`src/rtl/alsd_pkg.sv`:
```
`timescale 1ns / 1ps

package alsd_pkg;

  // buffer limit and field widths
  localparam int MAX_SAMPLES = 4096;
  localparam int SMP_W    = 16;
  localparam int CNT_W    = 13;
  localparam int SUM_W    = 28;
  localparam int SQ_W     = 43;
  localparam int PEAK_W   = 15;
  localparam int THR_W    = 31;
  localparam int DB_W     = 16;
  localparam int RMS_W    = 16;
  localparam int CVS_W    = 46;
  localparam int CDB_W    = 33;
  localparam int CB_W     = 16;
  localparam int CFG_W    = 31;
  localparam int IDX_W    = 2;

  // arithmetic unit widths
  localparam int PROD_W   = 55;
  localparam int MUL_B_W  = 28;
  localparam int MUL_P_W  = 64;
  localparam int DIV_N_W  = 64;
  localparam int DIV_D_W  = 25;
  localparam int SQRT_X_W = 32;
  localparam int SQRT_R_W = 16;
  localparam int V_W      = 60;
  localparam int V_SHIFT  = 17;
  localparam int E_W      = 6;
  localparam int FRAC_W   = 16;
  localparam int LOG_W    = E_W + FRAC_W;
  localparam int DBP_W    = 42;

  localparam logic [CNT_W-1:0]   MAX_CNT    = CNT_W'(MAX_SAMPLES);
  localparam logic [MUL_B_W-1:0] AMP_SCALE  = MUL_B_W'(1250);
  localparam logic [CB_W-1:0]    CB_FULL    = CB_W'(65535);
  localparam logic [E_W-1:0]     E_START    = E_W'(V_W - 1);
  localparam int                 LOG_REF    = 46 * 65536;
  localparam int                 DB_PER_OCT = 197283;
  localparam int                 LOG_STEPS  = FRAC_W;

  typedef enum logic [IDX_W-1:0] {
    REG_THRESHOLD = 2'd0,
    REG_NOISE     = 2'd1,
    REG_CALIBRATE = 2'd2
  } reg_idx_t;

  typedef enum logic [1:0] {
    MUL_NS  = 2'd0,
    MUL_SS  = 2'd1,
    MUL_NN  = 2'd2,
    MUL_AMP = 2'd3
  } mul_sel_t;

  typedef enum logic [2:0] {
    DIV_VAR = 3'd0,
    DIV_V   = 3'd1,
    DIV_AMP = 3'd2,
    DIV_THR = 3'd3,
    DIV_CDB = 3'd4
  } div_sel_t;

  typedef enum logic {
    SQRT_RMS = 1'b0,
    SQRT_AMP = 1'b1
  } sqrt_sel_t;

  // controller to datapath
  typedef struct packed {
    logic      accept;
    logic      mul_start;
    mul_sel_t  mul_sel;
    logic      div_start;
    div_sel_t  div_sel;
    logic      sqrt_start;
    sqrt_sel_t sqrt_sel;
    logic      norm_shift;
    logic      log_init;
    logic      log_mul;
    logic      log_adj;
    logic      db_mul;
    logic      db_fin;
    logic      cal_acc;
    logic      finish;
  } alsd_cmd_t;

  // datapath to controller
  typedef struct packed {
    logic buf_end;
    logic mul_done;
    logic div_done;
    logic sqrt_done;
    logic v_zero;
    logic norm_done;
    logic cb_zero;
  } alsd_stat_t;

endpackage

```
`src/rtl/alsd_ctrl.sv`:
```
`timescale 1ns / 1ps

module alsd_ctrl import alsd_pkg::*; (
  input  logic       clk,
  input  logic       rst,
  input  logic       start,
  input  alsd_stat_t stat,
  output alsd_cmd_t  cmd,
  output logic       busy,
  output logic       done
);

  typedef enum logic [4:0] {
    S_IDLE,
    S_MUL_NS,
    S_MUL_SS,
    S_MUL_NN,
    S_DIV_VAR,
    S_DIV_V,
    S_SQRT_RMS,
    S_MUL_AMP,
    S_DIV_AMP,
    S_SQRT_AMP,
    S_NORM,
    S_LOG_MUL,
    S_LOG_ADJ,
    S_DB_MUL,
    S_DB_FIN,
    S_CAL_ACC,
    S_DIV_THR,
    S_DIV_CDB,
    S_FINISH
  } state_t;

  localparam int IW = $clog2(LOG_STEPS);

  state_t        state;
  logic          issued;
  logic [IW-1:0] iter;
  logic          in_mul;
  logic          in_div;
  logic          in_sqrt;
  logic          op_done;

  always_comb begin
    in_mul  = (state == S_MUL_NS) || (state == S_MUL_SS) ||
              (state == S_MUL_NN) || (state == S_MUL_AMP);
    in_div  = (state == S_DIV_VAR) || (state == S_DIV_V) || (state == S_DIV_AMP) ||
              (state == S_DIV_THR) || (state == S_DIV_CDB);
    in_sqrt = (state == S_SQRT_RMS) || (state == S_SQRT_AMP);
    op_done = issued && ((in_mul && stat.mul_done) || (in_div && stat.div_done) ||
                         (in_sqrt && stat.sqrt_done));
  end

  // commands
  always_comb begin
    cmd            = '0;
    cmd.accept     = (state == S_IDLE) && start;
    cmd.mul_start  = in_mul && !issued;
    cmd.div_start  = in_div && !issued && !((state == S_DIV_THR) && stat.cb_zero);
    cmd.sqrt_start = in_sqrt && !issued;
    cmd.norm_shift = (state == S_NORM) && !stat.v_zero && !stat.norm_done;
    cmd.log_init   = (state == S_NORM) && !stat.v_zero && stat.norm_done;
    cmd.log_mul    = (state == S_LOG_MUL);
    cmd.log_adj    = (state == S_LOG_ADJ);
    cmd.db_mul     = (state == S_DB_MUL);
    cmd.db_fin     = (state == S_DB_FIN);
    cmd.cal_acc    = (state == S_CAL_ACC);
    cmd.finish     = (state == S_FINISH);
    case (state)
      S_MUL_SS:  cmd.mul_sel = MUL_SS;
      S_MUL_NN:  cmd.mul_sel = MUL_NN;
      S_MUL_AMP: cmd.mul_sel = MUL_AMP;
      default:   cmd.mul_sel = MUL_NS;
    endcase
    case (state)
      S_DIV_V:   cmd.div_sel = DIV_V;
      S_DIV_AMP: cmd.div_sel = DIV_AMP;
      S_DIV_THR: cmd.div_sel = DIV_THR;
      S_DIV_CDB: cmd.div_sel = DIV_CDB;
      default:   cmd.div_sel = DIV_VAR;
    endcase
    cmd.sqrt_sel = (state == S_SQRT_AMP) ? SQRT_AMP : SQRT_RMS;
  end

  // sequencer
  always_ff @(posedge clk) begin
    if (rst) begin
      state  <= S_IDLE;
      issued <= 1'b0;
      iter   <= '0;
      busy   <= 1'b0;
      done   <= 1'b0;
    end else begin
      done <= (state == S_FINISH);
      if (cmd.mul_start || cmd.div_start || cmd.sqrt_start) begin
        issued <= 1'b1;
      end else if (op_done) begin
        issued <= 1'b0;
      end
      case (state)
        S_IDLE: begin
          if (start && stat.buf_end) begin
            state <= S_MUL_NS;
            busy  <= 1'b1;
          end
        end
        S_MUL_NS:   if (op_done) state <= S_MUL_SS;
        S_MUL_SS:   if (op_done) state <= S_MUL_NN;
        S_MUL_NN:   if (op_done) state <= S_DIV_VAR;
        S_DIV_VAR:  if (op_done) state <= S_DIV_V;
        S_DIV_V:    if (op_done) state <= S_SQRT_RMS;
        S_SQRT_RMS: if (op_done) state <= S_MUL_AMP;
        S_MUL_AMP:  if (op_done) state <= S_DIV_AMP;
        S_DIV_AMP:  if (op_done) state <= S_SQRT_AMP;
        S_SQRT_AMP: if (op_done) state <= S_NORM;
        S_NORM: begin
          if (stat.v_zero) begin
            state <= S_DB_FIN;
          end else if (stat.norm_done) begin
            state <= S_LOG_MUL;
            iter  <= '0;
          end
        end
        S_LOG_MUL: state <= S_LOG_ADJ;
        S_LOG_ADJ: begin
          if (iter == IW'(LOG_STEPS - 1)) begin
            state <= S_DB_MUL;
          end else begin
            iter  <= iter + 1'b1;
            state <= S_LOG_MUL;
          end
        end
        S_DB_MUL:  state <= S_DB_FIN;
        S_DB_FIN:  state <= S_CAL_ACC;
        S_CAL_ACC: state <= S_DIV_THR;
        S_DIV_THR: begin
          if (!issued && stat.cb_zero) begin
            state <= S_FINISH;
          end else if (op_done) begin
            state <= S_DIV_CDB;
          end
        end
        S_DIV_CDB: if (op_done) state <= S_FINISH;
        S_FINISH: begin
          state <= S_IDLE;
          busy  <= 1'b0;
        end
        default: state <= S_IDLE;
      endcase
    end
  end

endmodule

```
`config.mk`:
```
export PLATFORM = sky130hd
export DESIGN_NAME = alsd_ctrl
export DESIGN_NICKNAME = d
export VERILOG_FILES = /design/src/rtl/alsd_pkg.sv /design/src/rtl/alsd_ctrl.sv
export SDC_FILE = /design/constraint.sdc
export NUM_CORES = 1
export LEC_CHECK = 0
export BUFFER_PORTS_ARGS = -buffer_cell sky130_fd_sc_hd__clkbuf_2
export CAP_MARGIN = 10
export CORE_AREA = 2 2 49 51
export DETAILED_ROUTE_END_ITERATION = 16
export DIE_AREA = 0 0 51 53
export PLACE_DENSITY = 0.75
export SETUP_SLACK_MARGIN = 0.02
export SYNTH_ARGS = -nofsm -noshare
export SYNTH_HDL_FRONTEND = slang
export SYNTH_SLANG_ARGS = --single-unit
```
`constraint.sdc`:
```
create_clock -name clk -period 2.2 [get_ports clk]
set_clock_uncertainty 0.1 [all_clocks]
set_input_delay 0.11 -clock clk [delete_from_list [all_inputs] [get_ports clk]]
set_output_delay 0.11 -clock clk [all_outputs]
set_load 0.01 [all_outputs]
```
* Word level (Yosys, flattened, before mapping)
Index checks and enable logic that the tools add are counted.
Operators by class: multiplexer cells 28, reductions and logical operators 38, eq/ne operators 35, $add $sub $neg 1
Operator list (number):
- $pmux 5 s18 | 1
- $mux 5 | 15
- $eq 5x4->1 const B | 8
- $ne 2x2->1 const B | 13
- $eq 5x3->1 const B | 4
- $eq 5x5->1 const B | 3
- $logic_and 1x1->1 | 15
- $reduce_and 13->1 | 1
- $logic_or 1x1->1 | 12
- $mux 4 | 3
- $pmux 3 s4 | 1
- $eq 5x2->1 const B | 2
- $pmux 4 s2 | 1
- $pmux 2 s3 | 1
- $reduce_bool 2->1 | 3
- $eq 5x1->1 const B | 1
- $logic_not 5->1 | 1
- $add 4x1->4 const B | 1
- $eq 4x4->1 const B | 1
- $logic_not 1->1 | 4
- $mux 1 | 4
- $reduce_and 4->1 | 1
- $mux 3 | 1
- $ne 3x2->1 const B | 1
- other kinds (4) | 4
Word-level totals: register bits 12, logic and storage cells 107, output and inout port bits 20

* Logic depth before layout (Yosys ltp)
Gate-level depths: netlist of run 1.
depth in word-level cells 12, mapped depth 7

* Worst setup path before layout of run 1
Ideal clock, no wire load.
kind reg2reg, start point register state[0], end point register state[1], setup slack 111 ps, clock period less this slack 2089 ps, stages on the path, launching flop included 7, setup time 121 ps, data arrival time 1868 ps, cells stage by stage dfxtp_1 > buf_6 > or3b_4 > nor4_1 > a21oi_1 > o31ai_2 > mux2_4
On the way: cells in the longest elaborated chain, start to end 11
Ends and longest elaborated chain:
- from (decl) | RTL line alsd_ctrl.sv:37 | state_t state;
- from (signal assigned) | RTL line alsd_ctrl.sv:89 | state <= S_IDLE;
- from (signal assigned) | RTL line alsd_ctrl.sv:104 | state <= S_MUL_NS;
- from (signal assigned) | RTL line alsd_ctrl.sv:108 | S_MUL_NS: if (op_done) state <= S_MUL_SS;
- $eq 5x3->1 | RTL line alsd_ctrl.sv:48, alsd_ctrl.sv:101
- $logic_or 1x1->1 (3 in a row) | RTL line alsd_ctrl.sv:48 | in_div = (state == S_DIV_VAR) || (state == S_DIV_V) || (state == S_DIV_AMP) ||
- $logic_or 1x1->1 | RTL line alsd_ctrl.sv:49 | (state == S_DIV_THR) || (state == S_DIV_CDB);
- $logic_and 1x1->1 | RTL line alsd_ctrl.sv:51 | op_done = issued && ((in_mul && stat.mul_done) || (in_div && stat.div_done) ||
- $logic_or 1x1->1 (2 in a row) | RTL line alsd_ctrl.sv:51
- $logic_and 1x1->1 | RTL line alsd_ctrl.sv:51
- $ne 3x2->1 (no source line) or $ne 2x2->1 (tied branches)
- $reduce_and 13->1 (no source line)
Several ways; a longest one is shown, not always the timed one. A chain may end at the register's enable or synchronous reset.

==> impl_results.md, run 1 <==
- Ports: 30
- DR iter-0 viols: 32
- Fin util: 59.6%
- WP data arrival: 1.89 ns
- Wire length per cell: 13.2 um
- Crit path kind: reg -> out
- Clock root buffer: clkbuf_4
- Sequential area share after synthesis: 23.0%
- Layout Nets: 186
- TritonCTS clock tree: yes
- DP HPWL: 2050 um
- Drt total wl: 2650 um
- Die Wd: 51 um
- RSZ-0062 raised after global routing: true
- Post-Syn Nets: 154
- Initial antenna violation count: 0
- Commonest non-fill, non-tap cell in the layout: clkbuf_2
- Clock slew at reported path FFs: 0.07 ns
- Layout cell share with drive strength beyond 1: 33.5%
- Gr usage total: 20.8%
- GPL Wtd Cong: 0.835
- Non-Filler Instances: 201
- Vias in the first global route: 980
- # setup viols final: 0
- Type of the most critical hold path: in -> reg
- Startpoint types: flop
- VDD IR max: 0.449 mV
- Largest net degree at the start of global routing: 15
- Grt ovf: 0
- Placed cell count: 196
- Clk sinks: 12
- Synthesized area: 1050 sq um
- Post-synth EDFFs: 0
- Max-cap violations: 0
- WP data required: 1.99 ns
- Starting Density: 48.7%
- Synth Register Bits: 12
- Netlist cell types: 49
- Async set-reset flop share out of synthesis: 0%
- Clock latency on the worst-skew pair: 0.27 ns
- # hold bufs at CTS: 0
- Mean Syn Cell Area: 7.31 sq um
- Fin. Hold Viols: 0
- Fin crit share: 95.5%
- Most frequent cells in the layout: 29 x clkbuf_2, 17 x nor2_1, 11 x nand2_1, 11 x dfxtp_1, 11 x buf_4
- Setup ws final: 0.0983 ns
- Pre-CTS setup slack: 0.0985 ns
- Run status: finished clean
- Core ar.: 2150 sq um
- H-tree depth: 1
- Num CTS Buffers: 3
- First-pass GRT wire length: 4230 um
- Worst-path fanout max: 7
- Vias per cell: 5.56
- DR vias: 1,117
- DRC: 0
- Most used DFF post-synth: dfxtp_1
- Num rows: 17
- Synthesis warning total: 0
- FF-to-FF setup slack: 0.11 ns
- Die area: 2700 sq um
- Fin. max-slew vios: 0
- Antenna Cells: 0
- Post-route antenna net violation count: 0
- CTS max path bufs: 2
- Port bufs: 29
- Leak: 0.581 nW
- FILL cells: 199
- First drt pass iteration count: 5
- Hold_ws: 0.0130 ns
- F_max: 476 MHz
- Area Growth Syn to Fin: 22.4%
- Post-Syn Instances: 143
- Worst Tran Pin Value: 0.434 ns
- Max transition margin: 70.9%
- Crit. End Element: output pin
- Cell area power density: 653 nW/um^2
- DIE HEIGHT: 53 um
- Crit path time final: 2.10 ns
## state kept, by name, indices dropped and copies added, names as in the netlist
name,count
state,5
iter,4
busy,1
done,1
issued,1
## final timing paths
| path | startpoint | depth (start not counted) | end |
|---|---|---|---|
| max | state[0]$_SDFFE_PP0P_ | 4 | cmd[6] |
| max reg2reg | state[2]$_SDFFE_PP0P_ | 5 | state[1]$_SDFFE_PP0P_ |
| min reg2reg | busy$_SDFFE_PP0P_ | 2 | busy$_SDFFE_PP0P_ |
| min | stat[6] | 3 | busy$_SDFFE_PP0P_ |
## cells by family (layout without fill, tap and decap cells)
family / Yosys count / count (layout) / share of synthesized area [%]
AO/OA/AOI/OAI: 31 / 31 / 20.9
XOR/XNOR: 5 / 5 / 4.19
adder cells (fa/ha/maj): 1 / 1 / 1.20
buffers and inverters: 21 / 51 / 8.97
flip-flops: 12 / 12 / 23.0
multiplexers: 4 / 4 / 4.31
AND/OR/NAND/NOR: 69 / 69 / 37.4
## layer usage
metal | GRT usage (%) | routed length (um) | share of wire, %
met1 | 25.0 | 1200 | 45
met2 | 37.2 | 1280 | 48
met3 | 2.82 | 127 | 4.8
met4 | 8.11 | 44 | 1.7
met5 | 0 | 0 | 0
## area by class of cell
type	instances	area [sq um]	area share [%]
clock buffers	3	22.5	1.76
flip-flops and latches	12	241	18.9
multi-input cells	110	719	56.2
repair buffers	40	228	17.8
inverters	8	33.8	2.64
well taps	28	35.0	2.74
## metrics by stage
| stage | total power, W | TNS [ns] | instance area [sq um] |
|---|---|---|---|
| 6_report | 0.000836 | 0 | 1280 |
| 5_1_grt | 0.000892 | -0.0111 | 1280 |
| 4_1_cts | 0.000822 | 0 | 1260 |
| 3_5_place_dp | 0.000690 | 0 | 1230 |
| 3_3_place_gp | 0.000672 | 0 | 1230 |
| 2_1_floorplan | 0.000597 | 0 | 1050 |
## power by group
| group | switching, W | internal (W) |
|---|---|---|
| clock | 0.0000749 | 0.0000633 |
| sequential | 0.0000516 | 0.000243 |
| combinational | 0.000214 | 0.000189 |
| total | 0.000340 | 0.000495 |
## synthesized netlist by cell type, types with 3 or more instances
library cell,instances,area [sq um]
buf_2,3,15.0
nor2_1,17,63.8
nor3_2,4,40.0
clkbuf_1,6,22.5
xnor2_1,5,43.8
dfxtp_1,12,240
mux2i_1,3,30.0
nor3_1,6,30.0
inv_1,8,30.0
nor2b_1,3,18.8
nand2_1,11,41.3
nor4_1,3,18.8
a21oi_1,9,45.0
nand2b_1,6,37.5
o21ai_0,3,15.0
nand3_1,3,15.0
## worst max-delay path, cell delays in order, from the launching register on
cell	delay, ns
dfxtp_1	0.37
or3b_4	0.45
or4_4	0.55
clkinvlp_4	0.12
clkbuf_2	0.13
## timing repair
action | CTS | global route
pin swaps | 0 | 0
setup endpoints to repair | 1 | 2
gates resized for setup | 1 | 3
setup buffers | 0 | 2
Note: power is estimated with default switching activity, not from simulation.
==> run 2: changes to the inputs <==
RECOVER_POWER = 100   (was default)
==> impl_results.md, run 2 (synthesized netlist as in run 1, its figures left out) <==
- Gr busiest metal: met2
- Die area: 2700 sq um (unchanged)
- DRC: 0 (unchanged)
- Largest net degree at the start of global routing: 15 (unchanged)
- Worst Min Path Start: stat[6]
- Most flops, register: state
- Crit. End Element: output pin
- # hold bufs at CTS: 0 (unchanged)
- Worst-path fanout max: 7 (unchanged)
- Ports: 30 (unchanged)
- VDD IR max: 0.445 mV (-0.82%)
- Crit path cell chain: or3b_4, or4_4, clkinvlp_2, clkbuf_2
- Largest regs: state (5), iter (4)
- FF-to-FF setup slack: 0.11 ns (about the same)
- CP peak stage delay: 0.53 ns (-0.02 ns)
- Pre-CTS setup slack: 0.0985 ns (unchanged)
- DR iter-0 viols: 37 (+16%)
- Startpoint types: flop
- TritonCTS clock tree: yes
- Crit path kind: reg -> out
- Gr usage total: 20.8% (unchanged)
- Clock latency on the worst-skew pair: 0.27 ns (about the same)
- WP data arrival: 1.91 ns (+0.02 ns)
- Num rows: 17 (unchanged)
- H-tree depth: 1 (unchanged)
- Area Growth Syn to Fin: 19.6%
- WP data required: 1.99 ns (about the same)
- Most frequent cells in the layout: 17 x nor2_1, 15 x clkbuf_1, 14 x clkbuf_2
- Max-cap violations: 0 (unchanged)
- Clk sinks: 12 (unchanged)
- Met2 usage: 37.2% (unchanged)
- Hold Path Depth: 3 (unchanged)
- Max transition margin: 70.8% (-0.10 points)
- Fin crit share: 96.4% (+0.85 points)
- Grt ovf: 0 (unchanged)
- First-pass GRT wire length: 4230 um (unchanged)
- Core ar.: 2150 sq um (unchanged)
- Starting Density: 48.7% (unchanged)
- Port bufs: 29 (unchanged)
- Setup_tns: 0 ns (unchanged)
- DR vias: 1,102 (-1.3%)
- Antenna Cells: 0 (unchanged)
- Reg2reg start: state[2]$_SDFFE_PP0P_
- Crit path time final: 2.12 ns (+0.0188 ns)
- Type of the most critical hold path: in -> reg
- # setup viols final: 0 (unchanged)
- DIE HEIGHT: 53 um (unchanged)
- Commonest non-fill, non-tap cell in the layout: nor2_1
- Reg-to-reg endpoint: state[1]$_SDFFE_PP0P_
- Cell area power density: 662 nW/um^2 (+1.3%)
- Clock root buffer: clkbuf_4
- Layout cell share with drive strength beyond 1: 23.7% (-9.8 points)
- DP HPWL: 2050 um (unchanged)
- Num CTS Buffers: 3 (unchanged)
- Drt total wl: 2640 um (-0.38%)
- Slowest CP cell: or4_4
- First drt pass iteration count: 4 (-1)
- Hold Path Sink: busy$_SDFFE_PP0P_
- R2R cell count: 5 (unchanged)
- Leak: 0.529 nW (-8.9%)
- Vias per cell: 5.48 (-1.3%)
- Initial antenna violation count: 0 (unchanged)
- Layout Nets: 186 (unchanged)
- Vias in the first global route: 980 (unchanged)
- F_max: 472 MHz (-0.89%)
- Fin. Hold Viols: 0 (unchanged)
- Run status: finished clean
- Post-route antenna net violation count: 0 (unchanged)
- Setup ws final: 0.0795 ns (-0.0188 ns)
- Wire length per cell: 13.1 um (-0.38%)
- Die Wd: 51 um (unchanged)
- RSZ-0062 raised after global routing: true
- Fin. max-slew vios: 0 (unchanged)
- GPL Wtd Cong: 0.835 (unchanged)
- Met3 usage: 2.82% (unchanged)
- GRT met1 Usage: 25.0% (unchanged)
- Worst Tran Pin Value: 0.435 ns (+0.00149 ns)
- Clock slew at reported path FFs: 0.07 ns (about the same)
- CTS max path bufs: 2 (unchanged)
- Max reg flops: 5 (unchanged)
## run 2: cell count changes in the layout (fill, tap and decap cells not counted)
cell	change
a21boi_2	-1
a21boi_0	+1
clkinvlp_2	+1
clkinvlp_4	-1
a21oi_1	+1
clkbuf_2	-15
a21oi_2	-1
clkbuf_1	+15
## run 2: final cells by class
type | count | area, sq um
fillers | 208 | 897
multi-input cells | 110 | 712
flip-flops and latches | 12 | 241
repair buffers | 40 | 209
well taps | 28 | 35.0
inverters | 8 | 31.3
clock buffers | 3 | 22.5
## run 2: stage by stage
step	area (sq um)	power [W]	utilization (%)	hold WS, ns	cells
5_1_grt	1250	0.000886	58.2	0.0188	201
3_5_place_dp	1230	0.000690	57.3	0.296	196
2_1_floorplan	1050	0.000597	-	0.179	143
6_report	1250	0.000828	58.2	0.0154	201
3_3_place_gp	1230	0.000672	57.3	0.284	196
4_1_cts	1260	0.000822	58.5	0.0156	199
## run 2: worst max-delay path by stage
stage	from	endpoint	slack, ns	depth (start not counted)
6_report	state[0]$_SDFFE_PP0P_	cmd[6]	0.08	4
3_5_place_dp	state[1]$_SDFFE_PP0P_	state[1]$_SDFFE_PP0P_	0.1	6
5_1_grt	state[1]$_SDFFE_PP0P_	state[1]$_SDFFE_PP0P_	-0.01	5
2_1_floorplan	state[0]$_SDFFE_PP0P_	state[1]$_SDFFE_PP0P_	0.11	6
3_3_place_gp	state[2]$_SDFFE_PP0P_	iter[1]$_SDFFE_PP0P_	0.18	5
4_1_cts	state[3]$_SDFFE_PP0P_	cmd[6]	0.04	4
## run 2: worst max-delay path, delay by kind of cell, from the launching register on
kind                   cells  cell delay (ns)
AND/OR/NAND/NOR            2             0.98
flip-flops                 1             0.38
buffers and inverters      2             0.28
## run 2: routing by layer
layer	wire length, um	share of wire [%]
met5	0	0
met4	44	1.7
met3	126	4.8
met2	1270	48
met1	1190	45
## run 2: timing repair
action                                  4_1_cts  5_1_grt
buffers inserted                              0        2
pin swaps                                     0        0
endpoints found under the setup margin        1        2
gates resized for setup                       1        3
## run 2: where the power goes
group          switching [W]  internal, W
Combinational       0.000212     0.000184
Clock              0.0000737    0.0000633
Sequential         0.0000519     0.000243
==> run 3: changes to the inputs <==
CELL_PAD_IN_SITES_DETAIL_PLACEMENT = 1   (was default)
CELL_PAD_IN_SITES_GLOBAL_PLACEMENT = 1   (was default)
CORE_AREA = 2 2 57 59   (was 2 2 49 51)
DIE_AREA = 0 0 59 61   (was 0 0 51 53)
PLACE_DENSITY = default   (was 0.75)
PLACE_DENSITY_LB_ADDON = 0.1   (was default)
==> impl_results.md, run 3 (synthesized netlist as in run 1, its figures left out) <==
- FILL cells: 404 (+94%)
- TritonCTS clock tree: yes
- CTS max path bufs: 2 (unchanged)
- Largest net degree at the start of global routing: 15 (unchanged)
- Die Wd: 59 um (+16%)
- Antenna Cells: 0 (unchanged)
- Clock slew at reported path FFs: 0.09 ns (+0.02 ns)
- DR vias: 1,157 (+5.0%)
- Max transition margin: 73.5% (+2.8 points)
- RSZ-0062 raised after global routing: true
- Clock root buffer: clkbuf_4
- DRC: 0 (unchanged)
- F_max: 469 MHz (-0.49%)
- Worst Tran Pin Value: 0.393 ns (-0.0423 ns)
- Layout Nets: 190 (+2.2%)
- Core ar.: 2950 sq um (+37%)
- Cell area power density: 715 nW/um^2 (+8.1%)
- VDD IR max: 0.177 mV (-60%)
- Port bufs: 29 (unchanged)
- # setup viols final: 0 (unchanged)
- Pre-CTS setup slack: 0.0640 ns (-0.0345 ns)
- Largest regs: state (5), iter (4)
- Vias in the first global route: 1,164 (+19%)
- Register area: 244 sq um (+1.0%)
- WP data required: 1.99 ns (about the same)
- DR iter-0 viols: 25 (-32%)
- Startpoint types: flop
- First-pass GRT wire length: 5620 um (+33%)
- Final Power: 0.000927 W (+12%)
- Fin. Hold Viols: 0 (unchanged)
- Crit path kind: reg -> out
- Crit path time final: 2.13 ns (+0.0105 ns)
- Grt ovf: 0 (unchanged)
- Clk sinks: 12 (unchanged)
- Post-route antenna net violation count: 0 (unchanged)
- Leak: 0.543 nW (+2.6%)
- Vias per cell: 5.48 (about the same)
- WP data arrival: 1.92 ns (about the same)
- Run status: finished clean
- # hold bufs at CTS: 0 (unchanged)
- Gr usage total: 20.7% (-0.086 points)
- Area Growth Syn to Fin: 23.9%
- Type of the most critical hold path: in -> reg
- Wire length per cell: 16.0 um (+22%)
- Fin. max-slew vios: 0 (unchanged)
- H-tree depth: 1 (unchanged)
- Setup ws final: 0.0690 ns (-0.0105 ns)
- Die area: 3600 sq um (+33%)
- GPL Wtd Cong: 0.738 (-12%)
- Multi-input gate area: 712 sq um (unchanged)
- DP HPWL: 2590 um (+27%)
- Layout cell share with drive strength beyond 1: 27.0% (+3.3 points)
- Clock latency on the worst-skew pair: 0.28 ns (about the same)
- Most frequent cells in the layout: 17 x nor2_1, 17 x clkbuf_1, 14 x clkbuf_2
- Max-cap violations: 0 (unchanged)
- Crit. End Element: output pin
- Starting Density: 35.4% (-13 points)
- Num rows: 20 (+3)
- Num CTS Buffers: 3 (unchanged)
- First drt pass iteration count: 4 (unchanged)
- Most flops, register: state
- Drt total wl: 3390 um (+28%)
- Fin crit share: 96.9% (+0.48 points)
- Ports: 30 (unchanged)
- Worst-path fanout max: 5 (-2)
- DIE HEIGHT: 61 um (+15%)
- Initial antenna violation count: 0 (unchanged)
- Max reg flops: 5 (unchanged)
## run 3: cell types whose count changed in the layout (fill, tap and decap cells not counted), moves of 2 or more
| cell | change |
|---|---|
| a21oi_2 | +2 |
| dfxtp_2 | +2 |
| dfxtp_1 | -2 |
| a21oi_1 | -2 |
| clkbuf_1 | +2 |
| buf_4 | +2 |
## run 3: timing repair
action | in CTS | in global routing
gates resized for setup | 1 | 5
setup endpoints to repair | 1 | 7
endpoints found under the hold margin | 0 | 0
pin swaps | 0 | 0
setup buffers | 1 | 0
## run 3: metrics by stage
stage	hold WS, ns	instance area, sq um	utilization, %	instances	TNS [ns]
global route	0.0393	1300	43.9	211	-0.00333
global placement	0.280	1270	43.1	206	0
floorplan	0.179	1050	-	143	0
detailed placement	0.307	1270	43.1	206	0
CTS	0.00889	1320	44.7	211	0
finish	0.00214	1300	43.9	211	0
## run 3: final timing paths
check                                           start                     to  slack [ns]  cells after the start
worst min register to register      busy$_SDFFE_PP0P_      busy$_SDFFE_PP0P_        0.40                      2
worst max-delay path            state[3]$_SDFFE_PP0P_                 cmd[6]        0.07                      4
worst max register to register  state[3]$_SDFFE_PP0P_  state[0]$_SDFFE_PP0P_        0.11                      6
worst min-delay path                          stat[6]      busy$_SDFFE_PP0P_       0.002                      3
## run 3: where the power goes
part           leakage (nW)  switching (W)  internal, W
combinational         0.423       0.000236     0.000203
clock                0.0210      0.0000865     0.000101
sequential           0.0987      0.0000559     0.000245
## run 3: worst max-delay path, stage by stage, from the launching register on
cell	delay, ns
dfxtp_1	0.41
or3b_4	0.44
or4_4	0.53
clkinvlp_2	0.13
clkbuf_2	0.13
## run 3: per-layer routing
metal / wire (um) / vias up / part of all wire, % / track usage [%]
met5: 0 / - / 0 / 0
li1: - / 572 / - / -
met3: 94 / 2 / 2.8 / 3.41
met2: 1730 / 17 / 51 / 36.8
met4: 15 / 0 / 0.44 / 3.90
met1: 1540 / 566 / 46 / 26.6
## run 3: layout make-up
type | count | share of cell area [%]
inverters | 8 | 2.41
repair buffers | 44 | 17.9
multi-input cells | 110 | 54.9
flip-flops and latches | 12 | 18.8
well taps | 33 | 3.19
clock buffers | 4 | 2.80
